**config.mk**
```make
export PLATFORM = sky130hd
export DESIGN_NAME = info_frame_deframer
export DESIGN_NICKNAME = d
export VERILOG_FILES = /design/src/ifd_pkg.sv /design/src/ifd_front.sv /design/src/ifd_queue.sv /design/src/ifd_back.sv /design/src/info_frame_deframer.sv
export SDC_FILE = /design/constraint.sdc
export NUM_CORES = 1
export LEC_CHECK = 0
export BUFFER_PORTS_ARGS = -buffer_cell sky130_fd_sc_hd__clkbuf_2
export CAP_MARGIN = 20
export CORE_UTILIZATION = 35
export DETAILED_ROUTE_END_ITERATION = 10
export PLACE_DENSITY = 0.62
export SLEW_MARGIN = 20
export SYNTH_ARGS = -nofsm -noshare
export SYNTH_HDL_FRONTEND = slang
export SYNTH_SLANG_ARGS = --single-unit
```
**constraint.sdc**
```tcl
create_clock -name i_clk -period 6.5 [get_ports i_clk]
set_input_delay 0.325 -clock i_clk [delete_from_list [all_inputs] [get_ports i_clk]]
set_output_delay 0.325 -clock i_clk [all_outputs]
set_load 0.05 [all_outputs]
```
**src/ifd_pkg.sv**
```systemverilog
package ifd_pkg;

    localparam int MAX_PAYLOAD = 1024;
    localparam int LEN_W       = $clog2(MAX_PAYLOAD + 1);
    localparam int ADDR_W      = 5;
    localparam int QUEUE_DEPTH = 4;
    localparam int QPTR_W      = $clog2(QUEUE_DEPTH);
    localparam int QCNT_W      = $clog2(QUEUE_DEPTH + 1);

    localparam logic [7:0] STUFF_MASK = 8'h20;

    localparam logic KIND_DATA    = 1'b0;
    localparam logic KIND_VERDICT = 1'b1;

    typedef enum logic [2:0] {
        REG_FLAG  = 3'd0,
        REG_ESC   = 3'd1,
        REG_ADDR  = 3'd2,
        REG_CTRL0 = 3'd3,
        REG_CTRL1 = 3'd4
    } t_reg_idx;

    typedef enum logic [2:0] {
        PH_HUNT,
        PH_FLAG,
        PH_ADDR,
        PH_CTRL,
        PH_DATA,
        PH_ESC
    } t_phase;

    typedef enum logic [1:0] {
        V_NEW  = 2'd0,
        V_DUP  = 2'd1,
        V_ERR  = 2'd2,
        V_LONG = 2'd3
    } t_verdict;

    // one line byte with its compare results against the configured codes
    typedef struct packed {
        logic [7:0] rx_byte;
        logic       is_flag;
        logic       is_esc;
        logic       is_addr;
        logic       is_ctrl0;
        logic       is_ctrl1;
        logic       is_bcc0;
        logic       is_bcc1;
    } t_token;

    typedef struct packed {
        logic             out_kind;
        logic [7:0]       data_byte;
        t_verdict         verdict;
        logic             rx_seq;
        logic [LEN_W-1:0] payload_len;
        logic             next_seq;
    } t_result;

endpackage

```
**src/ifd_front.sv**
```systemverilog
module ifd_front (
    input  logic                        i_clk,
    input  logic                        i_rst_n,
    input  logic                        psel,
    input  logic                        penable,
    input  logic                        pwrite,
    input  logic [ifd_pkg::ADDR_W-1:0]  paddr,
    input  logic [31:0]                 pwdata,
    output logic [31:0]                 prdata,
    output logic                        pready,
    input  logic [7:0]                  i_rx_byte,
    output ifd_pkg::t_token             o_token
);
    import ifd_pkg::*;

    logic [7:0] r_flag, r_esc, r_addr, r_ctrl0, r_ctrl1;
    t_reg_idx   reg_idx;
    logic       wr_en;
    logic [7:0] rd_val;

    assign reg_idx = t_reg_idx'(paddr[ADDR_W-1:2]);
    assign wr_en   = psel && penable && pwrite && pready;
    assign pready  = 1'b1;

    always_ff @(posedge i_clk) begin
        if (!i_rst_n) begin
            r_flag  <= 8'h7E;
            r_esc   <= 8'h7D;
            r_addr  <= 8'h03;
            r_ctrl0 <= 8'h00;
            r_ctrl1 <= 8'h40;
        end else if (wr_en) begin
            unique case (reg_idx)
                REG_FLAG:  r_flag  <= pwdata[7:0];
                REG_ESC:   r_esc   <= pwdata[7:0];
                REG_ADDR:  r_addr  <= pwdata[7:0];
                REG_CTRL0: r_ctrl0 <= pwdata[7:0];
                REG_CTRL1: r_ctrl1 <= pwdata[7:0];
                default: ;
            endcase
        end
    end

    always_comb begin
        unique case (reg_idx)
            REG_FLAG:  rd_val = r_flag;
            REG_ESC:   rd_val = r_esc;
            REG_ADDR:  rd_val = r_addr;
            REG_CTRL0: rd_val = r_ctrl0;
            REG_CTRL1: rd_val = r_ctrl1;
            default:   rd_val = 8'h00;
        endcase
    end

    assign prdata = {24'h000000, rd_val};

    // BCC1 is checked against both possible control codes here; the back end
    // picks the one that matches the sequence it latched.
    always_comb begin
        o_token.rx_byte  = i_rx_byte;
        o_token.is_flag  = (i_rx_byte == r_flag);
        o_token.is_esc   = (i_rx_byte == r_esc);
        o_token.is_addr  = (i_rx_byte == r_addr);
        o_token.is_ctrl0 = (i_rx_byte == r_ctrl0);
        o_token.is_ctrl1 = (i_rx_byte == r_ctrl1);
        o_token.is_bcc0  = (i_rx_byte == (r_addr ^ r_ctrl0));
        o_token.is_bcc1  = (i_rx_byte == (r_addr ^ r_ctrl1));
    end

endmodule

```
**src/ifd_queue.sv**
```systemverilog
module ifd_queue (
    input  logic             i_clk,
    input  logic             i_rst_n,
    input  logic             i_push,
    input  ifd_pkg::t_token  i_data,
    input  logic             i_pop,
    output ifd_pkg::t_token  o_head,
    output logic             o_head_valid,
    output logic             o_full
);
    import ifd_pkg::*;

    t_token            mem [QUEUE_DEPTH];
    logic [QPTR_W-1:0] r_wr_ptr, r_rd_ptr;
    logic [QCNT_W-1:0] r_count;
    logic              do_push, do_pop;

    assign o_full       = (r_count == QCNT_W'(QUEUE_DEPTH));
    assign o_head_valid = (r_count != '0);
    assign do_push      = i_push && !o_full;
    assign do_pop       = i_pop && o_head_valid;
    assign o_head       = mem[r_rd_ptr];

    always_ff @(posedge i_clk) begin
        if (do_push) begin
            mem[r_wr_ptr] <= i_data;
        end
    end

    always_ff @(posedge i_clk) begin
        if (!i_rst_n) begin
            r_wr_ptr <= '0;
            r_rd_ptr <= '0;
            r_count  <= '0;
        end else begin
            if (do_push) begin
                r_wr_ptr <= r_wr_ptr + 1'b1;
            end
            if (do_pop) begin
                r_rd_ptr <= r_rd_ptr + 1'b1;
            end
            if (do_push && !do_pop) begin
                r_count <= r_count + 1'b1;
            end else if (do_pop && !do_push) begin
                r_count <= r_count - 1'b1;
            end
        end
    end

endmodule

```
**src/ifd_back.sv**
```systemverilog
module ifd_back (
    input  logic             i_clk,
    input  logic             i_rst_n,
    input  ifd_pkg::t_token  i_head,
    input  logic             i_head_valid,
    output logic             o_pop,
    input  logic             i_out_stall,
    output logic             o_out_valid,
    output ifd_pkg::t_result o_result
);
    import ifd_pkg::*;

    localparam logic [LEN_W-1:0] MAX_LEN = LEN_W'(MAX_PAYLOAD);

    t_phase           r_phase, n_phase;
    logic             r_exp_seq, n_exp_seq;
    logic             r_frame_seq, n_frame_seq;
    logic [7:0]       r_held, n_held;
    logic             r_held_valid, n_held_valid;
    logic [7:0]       r_xor, n_xor;
    logic [LEN_W-1:0] r_count, n_count;
    logic             r_overflow, n_overflow;
    logic             r_out_valid;
    t_result          r_out;

    logic             fire;
    logic             emit;
    t_result          res;
    logic [7:0]       pay_byte;
    logic             take;
    logic             close;
    logic             aborted;
    t_verdict         verd;

    assign fire        = i_head_valid && (!r_out_valid || !i_out_stall);
    assign o_pop       = fire;
    assign o_out_valid = r_out_valid;
    assign o_result    = r_out;

    always_ff @(posedge i_clk) begin
        if (!i_rst_n) begin
            r_phase      <= PH_HUNT;
            r_exp_seq    <= 1'b0;
            r_frame_seq  <= 1'b0;
            r_held       <= 8'h00;
            r_held_valid <= 1'b0;
            r_xor        <= 8'h00;
            r_count      <= '0;
            r_overflow   <= 1'b0;
            r_out_valid  <= 1'b0;
        end else if (fire) begin
            r_phase      <= n_phase;
            r_exp_seq    <= n_exp_seq;
            r_frame_seq  <= n_frame_seq;
            r_held       <= n_held;
            r_held_valid <= n_held_valid;
            r_xor        <= n_xor;
            r_count      <= n_count;
            r_overflow   <= n_overflow;
            r_out_valid  <= emit;
        end else if (!i_out_stall) begin
            r_out_valid  <= 1'b0;
        end
    end

    always_ff @(posedge i_clk) begin
        if (fire && emit) begin
            r_out <= res;
        end
    end

    always_comb begin
        n_phase      = r_phase;
        n_exp_seq    = r_exp_seq;
        n_frame_seq  = r_frame_seq;
        n_held       = r_held;
        n_held_valid = r_held_valid;
        n_xor        = r_xor;
        n_count      = r_count;
        n_overflow   = r_overflow;
        take         = 1'b0;
        close        = 1'b0;
        aborted      = 1'b0;
        pay_byte     = i_head.rx_byte;
        emit         = 1'b0;
        verd         = V_NEW;

        unique case (r_phase)
            PH_HUNT: begin
                if (i_head.is_flag) begin
                    n_phase = PH_FLAG;
                end
            end
            PH_FLAG: begin
                priority if (i_head.is_addr) begin
                    n_phase = PH_ADDR;
                end else if (!i_head.is_flag) begin
                    n_phase = PH_HUNT;
                end else begin
                    n_phase = PH_FLAG;
                end
            end
            PH_ADDR: begin
                priority if (i_head.is_ctrl0) begin
                    n_frame_seq = 1'b0;
                    n_phase     = PH_CTRL;
                end else if (i_head.is_ctrl1) begin
                    n_frame_seq = 1'b1;
                    n_phase     = PH_CTRL;
                end else if (i_head.is_flag) begin
                    n_phase = PH_FLAG;
                end else begin
                    n_phase = PH_HUNT;
                end
            end
            PH_CTRL: begin
                priority if (r_frame_seq ? i_head.is_bcc1 : i_head.is_bcc0) begin
                    n_held       = 8'h00;
                    n_held_valid = 1'b0;
                    n_xor        = 8'h00;
                    n_count      = '0;
                    n_overflow   = 1'b0;
                    n_phase      = PH_DATA;
                end else if (i_head.is_flag) begin
                    n_phase = PH_FLAG;
                end else begin
                    n_phase = PH_HUNT;
                end
            end
            PH_DATA: begin
                priority if (i_head.is_flag) begin
                    close = 1'b1;
                end else if (i_head.is_esc) begin
                    n_phase = PH_ESC;
                end else begin
                    take = 1'b1;
                end
            end
            PH_ESC: begin
                if (i_head.is_flag) begin
                    close   = 1'b1;
                    aborted = 1'b1;
                end else begin
                    n_phase  = PH_DATA;
                    pay_byte = i_head.rx_byte ^ STUFF_MASK;
                    take     = 1'b1;
                end
            end
            default: begin
                n_phase = PH_HUNT;
            end
        endcase

        // payload byte enters the check; the previous one goes out if room
        if (take) begin
            n_xor = r_xor ^ pay_byte;
            if (r_held_valid) begin
                if (r_count < MAX_LEN) begin
                    n_count = r_count + 1'b1;
                    emit    = 1'b1;
                end else begin
                    n_overflow = 1'b1;
                end
            end
            n_held       = pay_byte;
            n_held_valid = 1'b1;
        end

        if (close) begin
            priority if (r_overflow) begin
                verd = V_LONG;
            end else if (aborted || !r_held_valid || r_xor != 8'h00) begin
                verd = V_ERR;
            end else if (r_frame_seq == r_exp_seq) begin
                verd      = V_NEW;
                n_exp_seq = ~r_exp_seq;
            end else begin
                verd = V_DUP;
            end
            n_phase = PH_FLAG;
            emit    = 1'b1;
        end

        res.out_kind    = close ? KIND_VERDICT : KIND_DATA;
        res.data_byte   = close ? 8'h00 : r_held;
        res.verdict     = close ? verd : V_NEW;
        res.rx_seq      = n_frame_seq;
        res.payload_len = n_count;
        res.next_seq    = n_exp_seq;
    end

endmodule

```
**src/info_frame_deframer.sv**
```systemverilog
// Byte-stuffed information frame receiver. One line byte is taken per cycle
// with no gaps as long as the result side keeps up: the front end compares each
// byte with the configured flag, escape, address, control and BCC1 codes, a
// four-entry queue carries the classified bytes, and the back end runs the
// frame state machine and registers at most one result per byte. Payload
// bytes come out one byte late (the last byte before the closing flag is
// BCC2 and is never passed on), and each frame ends with a verdict transfer:
// accepted new, duplicate, check error or too long. Input bytes are
// registered in the queue and the back end registers each result; stalls on
// the result side fill the queue and then raise o_in_stall. Write the
// registers only while no bytes are in flight.
module info_frame_deframer (
    input  logic                        i_clk,
    input  logic                        i_rst_n,
    input  logic                        psel,
    input  logic                        penable,
    input  logic                        pwrite,
    input  logic [ifd_pkg::ADDR_W-1:0]  paddr,
    input  logic [31:0]                 pwdata,
    output logic [31:0]                 prdata,
    output logic                        pready,
    input  logic                        i_in_valid,
    output logic                        o_in_stall,
    input  logic [7:0]                  i_rx_byte,
    output logic                        o_out_valid,
    input  logic                        i_out_stall,
    output logic                        o_out_kind,
    output logic [7:0]                  o_data_byte,
    output logic [1:0]                  o_verdict,
    output logic                        o_rx_seq,
    output logic [ifd_pkg::LEN_W-1:0]   o_payload_len,
    output logic                        o_next_seq
);
    import ifd_pkg::*;

    t_token  token;
    t_token  head;
    logic    head_valid;
    logic    full;
    logic    pop;
    t_result result;

    ifd_front u_front (
        .i_clk     (i_clk),
        .i_rst_n   (i_rst_n),
        .psel      (psel),
        .penable   (penable),
        .pwrite    (pwrite),
        .paddr     (paddr),
        .pwdata    (pwdata),
        .prdata    (prdata),
        .pready    (pready),
        .i_rx_byte (i_rx_byte),
        .o_token   (token)
    );

    ifd_queue u_queue (
        .i_clk        (i_clk),
        .i_rst_n      (i_rst_n),
        .i_push       (i_in_valid),
        .i_data       (token),
        .i_pop        (pop),
        .o_head       (head),
        .o_head_valid (head_valid),
        .o_full       (full)
    );

    assign o_in_stall = full;

    ifd_back u_back (
        .i_clk        (i_clk),
        .i_rst_n      (i_rst_n),
        .i_head       (head),
        .i_head_valid (head_valid),
        .o_pop        (pop),
        .i_out_stall  (i_out_stall),
        .o_out_valid  (o_out_valid),
        .o_result     (result)
    );

    assign o_out_kind    = result.out_kind;
    assign o_data_byte   = result.data_byte;
    assign o_verdict     = result.verdict;
    assign o_rx_seq      = result.rx_seq;
    assign o_payload_len = result.payload_len;
    assign o_next_seq    = result.next_seq;

endmodule
```
==> flow_metrics.py, run 1 <==
metrics = {
    "worst_setup_path": {
        "r2r-start": "u_queue.r_count[0]",
        "worstSetupPathType": "reg -> reg",
        "endpoint_kind": "flip-flop",
        "arrival_ns": 3.41,
        "reg2reg_depth": 10,
        "startpoint": "u_queue.r_count[0]",
        "cp_data_required_time_ns": 6.85,
        "r2r-end": "u_queue.r_count[2]",
        "start_kind": "flip-flop",
        "worstPathMaxFanout": 31,
        "r2r_slack_ns": 3.43,
    },
    "clocking": {
        "cts_resized": 0,
        "clock_latency_ns": 0.43,
        "cts_buffer_depth": 2,
        "clock_sinks": 168,
        "cts_max_level": 4,
        "cts_tree": "done",
        "root_buffer": "clkbuf_16",
        "cts_buffers": 17,
        "postCtsHoldBufs": 0,
        "clk_pin_slew_ns": 0.07,
        "cts_setup_buffers": 0,
    },
    "global_route": {
        "grt-ovfl-total": 0,
        "grt_max_degree": 47,
        "grtUsageTotal_pct": 14.7,
        "grt_first_pass_wirelength_um": 26800,
        "antenna_found_initial": 0,
        "grt_pass1_vias": 4988,
    },
    "logic_synthesis": {
        "netlist_instances": 735,
        "ys_top_cells_by_area": "edfxtp_1 31%, dfxtp_1 21%, mux2i_1 7.2%, xnor2_1 6.0%, mux4_2 3.9%",
        "synth.distinct_cells": 56,
        "syn_area_per_cell_sq_um": 10.9,
        "async_flop_share_pct": 0,
        "synth_edf_count": 84,
        "ys_seq_area_share_pct": 52.3,
        "synth_seq_cells": 168,
        "netlist.area_leader.share_pct": 31.4,
        "synth_warnings": 0,
        "synth_top_area_cell": "edfxtp_1",
        "ys.flop_type": "edfxtp_1",
        "syn_area_sq_um": 8030,
    },
    "route": {
        "drtAntennaViolNets": 0,
        "drc": 0,
        "drt-pass1-iter-count": 8,
        "drt_wl_total_um": 16800,
        "vias": 5340,
        "viasPerCell": 5.00,
        "drtIter0Drc": 370,
        "wl_per_cell_um": 15.7,
    },
    "hold_path": {
        "hold_depth": 3,
        "min_path_type": "in -> reg",
        "hold-path-endpoint": "u_front.r_flag[0]",
        "hp-start": "pwdata[0]",
    },
    "sta": {
        "fin_tns_setup_ns": 0,
        "worst-slew-pin-transition_ns": 0.940,
        "slew_headroom_pct": 37.3,
        "slew_viol_final": 0,
        "setup_viol_count_final": 0,
        "rsz0062_at_grt": "false",
        "final.min_clock_period_ns": 3.07,
        "fin_crit_sh_pct": 47.2,
        "hold_viol": 0,
        "clock_skew_ns": 0.0176,
        "fmax_mhz": 326,
    },
    "die": {
        "ios": 111,
        "start_util_pct": 35.6,
        "core_area_sq_um": 22600,
        "die_x_um": 154,
        "die_area_sq_um": 23600,
        "die_y_um": 154,
        "num_rows": 55,
    },
    "layout": {
        "nets": 829,
        "area_delta_synth_final_pct": 12.4,
        "layout_common_cells": "84 x dfxtp_1, 84 x edfxtp_1, 67 x nand2_1",
        "drive_above_1_share_pct": 15.1,
        "final_core_util_pct": 40.0,
        "antenna_cells": 0,
    },
    "job": {
        "maxCapViolations": 0,
    },
    "placement": {
        "gp_congestion": 0.788,
        "hpwlAfterDp_um": 11500,
        "portBuffers": 59,
    },
    "power": {
        "p_leak_nw": 3.30,
        "p_per_area_nw_per_um2": 314,
        "peakVddDrop_v": 0.000186,
    },
    "outcome": {
        "run_status": "finished clean",
    },
}
## registers in the layout (all words and copies together), names as in the netlist, 8 cells and up, named ones only
name and count:
u_back.o_result 24, u_back.r_count 11, u_back.r_held 8, u_back.r_xor 8, u_front.r_addr 8, u_front.r_ctrl0 8, u_front.r_ctrl1 8, u_front.r_esc 8
u_front.r_flag 8, u_queue.mem 60
## routing by layer
metal	global-route usage, %	wire (um)	vias up
met5	0	0	-
met4	5.00	106	0
met3	3.30	681	6
met2	23.9	8190	147
met1	19.3	7780	2552
li1	-	-	2635
## cell type report
class	count	area (sq um)
fillers	2202	13500
flip-flops and latches	168	4200
multi-input cells	507	3490
clock buffers	18	429
well taps	285	357
repair buffers	64	333
clock inverters	14	173
inverters	12	45.0
## worst max path at each step
stage / depth (start not counted) / to / slack [ns]
floorplan: 12 / u_queue.r_count[2] / 3.54
global placement: 10 / u_queue.r_count[2] / 3.46
detailed placement: 10 / u_queue.r_count[2] / 3.43
CTS: 5 / u_back.o_result[20] / 3.40
global route: 5 / u_back.o_result[11] / 3.20
finish: 10 / u_queue.r_count[2] / 3.43
## through the flow
step / cells / hold WS [ns] / setup WS, ns / area [sq um] / power [W]
6_report: 1068 / 0.198 / 3.43 / 9030 / 0.00283
5_1_grt: 1068 / 0.189 / 3.20 / 9030 / 0.00296
4_1_cts: 1068 / 0.175 / 3.40 / 9030 / 0.00286
3_5_place_dp: 1036 / 0.450 / 3.43 / 8430 / 0.00182
3_3_place_gp: 1036 / 0.441 / 3.46 / 8430 / 0.00181
2_1_floorplan: 758 / 0.424 / 3.54 / 8120 / 0.00171
## Yosys cell counts (10+ instances only)
| library cell | count |
|---|---|
| nand4_1 | 16 |
| mux4_2 | 14 |
| clkbuf_1 | 33 |
| edfxtp_1 | 84 |
| mux2i_1 | 58 |
| inv_1 | 11 |
| o21ai_0 | 24 |
| buf_4 | 27 |
| nand2_1 | 67 |
| nor2_1 | 60 |
| nand3_1 | 22 |
| xor2_1 | 16 |
| and2_1 | 15 |
| dfxtp_1 | 84 |
| o22ai_1 | 10 |
| a21oi_1 | 26 |
| xnor2_1 | 55 |
## kinds of logic after synthesis
logic type	synth area share [%]
multiplexers	12.0
AND/OR/NAND/NOR	14.8
adder cells (fa/ha/maj)	1.18
other	0.0935
AO/OA/AOI/OAI	6.48
flip-flops	52.3
XOR/XNOR	7.74
buffers and inverters	5.33
## critical path, stage by stage (launching register included)
cell and delay (ns):
dfxtp_1 0.35, or3_1 0.47, and2_1 0.39, inv_1 0.11
buf_4 0.31, ha_1 0.24, inv_1 0.07, fa_1 0.43
xor2_1 0.16, or3_1 0.30, a21oi_1 0.14
## power breakdown
| group | internal (W) | leakage [nW] | switching, W | total, W |
|---|---|---|---|---|
| Combinational | 0.000215 | 1.57 | 0.000343 | 0.000558 |
| Clock | 0.000607 | 0.279 | 0.000428 | 0.00103 |
| Sequential | 0.00118 | 1.45 | 0.0000597 | 0.00124 |
| Total | 0.00200 | 3.30 | 0.000830 | 0.00283 |
Note: power is estimated with default switching activity, not from simulation.
==> run 2, diff against run 1 <==
Clock period 6.5 ns to 3.2 ns, I/O delays scaled along.
==> flow_metrics.py, run 2 (synthesized netlist as in run 1, its figures left out) <==
metrics = {
    "power": {
        "switching_share_pct": 28.9,
        "pwr-share-comb_pct": 20.4,
        "p_per_area_nw_per_um2": 633,
        "seq_power_share_pct": 43.6,
        "clkPwrFrac_pct": 36.0,
        "p_int_w": 0.00409,
        "peakVddDrop_v": 0.000446,
        "p_leak_nw": 3.35,
        "switching_power_w": 0.00166,
    },
    "outcome": {
        "run_status": "complete, but fails checks",
        "violations": "DRC",
    },
    "placement": {
        "gp_congestion": 0.788,
        "portBuffers": 59,
        "detailed_place.area_sq_um": 8490,
        "hpwlAfterDp_um": 11900,
    },
    "route": {
        "drt-pass1-iter-count": 7,
        "drc": 2,
        "drtIter0Drc": 231,
        "viasPerCell": 4.96,
        "drtAntennaViolNets": 0,
        "drt_wl_total_um": 17000,
        "vias": 5346,
        "wl_per_cell_um": 15.8,
    },
    "die": {
        "die_x_um": 154,
        "core_area_sq_um": 22600,
        "start_util_pct": 35.6,
        "num_rows": 55,
        "ios": 111,
        "die_area_sq_um": 23600,
        "die_y_um": 154,
    },
    "clocking": {
        "cts_buffer_depth": 2,
        "clk_pin_slew_ns": 0.07,
        "cts_buffers": 17,
        "postCtsHoldBufs": 0,
        "root_buffer": "clkbuf_16",
        "cts_resized": 0,
        "cts_setup_buffers": 0,
        "clock_latency_ns": 0.43,
        "cts_tree": "done",
        "cts_max_level": 4,
        "clock_sinks": 168,
    },
    "layout": {
        "final_cell_area_sq_um": 9080,
        "fillers": 2200,
        "nets": 838,
        "drive_above_1_share_pct": 15.5,
        "largest_register_ffs": 60,
        "layout_common_cells": "84 x dfxtp_1, 84 x edfxtp_1, 67 x nand2_1",
        "regMostFlops": "u_queue.mem",
        "antenna_cells": 0,
        "area_delta_synth_final_pct": 13.1,
    },
    "sta": {
        "hold_viol": 0,
        "fin_tns_setup_ns": 0,
        "worst-slew-pin-transition_ns": 0.918,
        "final.min_clock_period_ns": 2.77,
        "slew_headroom_pct": 38.7,
        "clock_skew_ns": 0.0114,
        "rsz0062_at_grt": "false",
        "fmax_mhz": 361,
        "slew_viol_final": 0,
        "fin_crit_sh_pct": 86.5,
        "setup_viol_count_final": 0,
    },
    "worst_setup_path": {
        "worstPathMaxFanout": 18,
        "cp_data_required_time_ns": 3.54,
        "arrival_ns": 3.11,
        "endpoint_kind": "flip-flop",
        "start_kind": "flip-flop",
        "worstSetupPathType": "reg -> reg",
    },
    "global_route": {
        "grtUsageTotal_pct": 15.1,
        "grt_max_degree": 47,
        "grt_pass1_vias": 5071,
        "grt_first_pass_wirelength_um": 27500,
        "antenna_found_initial": 0,
        "grt-ovfl-total": 0,
    },
    "hold_path": {
        "min_path_type": "in -> reg",
    },
    "job": {
        "maxCapViolations": 0,
    },
}
-- run 2: per-layer routing --
| layer | vias to the layer above | wire (um) | track usage, % |
|---|---|---|---|
| li1 | 2655 | - | - |
| met5 | - | 0 | 0 |
| met2 | 114 | 8430 | 25.7 |
| met1 | 2562 | 7730 | 18.9 |
| met4 | 0 | 235 | 4.81 |
| met3 | 15 | 647 | 3.18 |
-- run 2: final cells by class --
class                      instances  area, sq um  share of cell area [%]
inverter                          12         45.0                   0.496
tap                              285          357                    3.93
timing repair buffer              73          400                    4.41
sequential                       168         4200                    46.3
clock buffer                      21          440                    4.85
multi-input combinational        507         3490                    38.4
clock inverter                    11          149                    1.64
-- run 2: path summary, 6_finish.rpt --
check | start | to | slack (ns) | cells after the start
max | flip-flop | u_back.r_count[10] | 0.43 | 5
min | pwdata[5] | u_front.r_flag[5] | 0.04 | 3
max reg2reg | flip-flop | u_back.r_count[10] | 0.43 | 5
min reg2reg | u_back.r_held[1] | u_back.r_held[1] | 0.45 | 2
-- run 2: through the flow --
| stage | hold slack, ns | setup slack, ns | utilization, % | instances | power, W |
|---|---|---|---|---|---|
| 3_5_place_dp | 0.449 | 0.435 | 37.6 | 1045 | 0.00374 |
| 4_1_cts | 0.0107 | 0.414 | 40.2 | 1077 | 0.00581 |
| 5_1_grt | 0.0440 | 0.217 | 40.2 | 1077 | 0.00602 |
| 6_report | 0.0368 | 0.432 | 40.2 | 1077 | 0.00575 |
| 3_3_place_gp | 0.442 | 0.438 | 37.6 | 1045 | 0.00372 |
| 2_1_floorplan | 0.259 | 0.242 | - | 758 | 0.00347 |
-- run 2: worst max-delay path, stage by stage (launching register included) --
cell	delay [ns]
dfxtp_1	0.67
mux2i_2	0.34
o221ai_2	0.28
or3_1	0.66
or4_1	0.60
a21oi_1	0.14
-- run 2: power by group through the flow --
stage	Clock [W]	Sequential (W)	Combinational, W
4_1_cts	0.00211	0.00251	0.00119
3_5_place_dp	0	0.00255	0.00118
2_1_floorplan	0	0.00250	0.000966
6_report	0.00207	0.00251	0.00117
5_1_grt	0.00220	0.00253	0.00129
3_3_place_gp	0	0.00255	0.00117
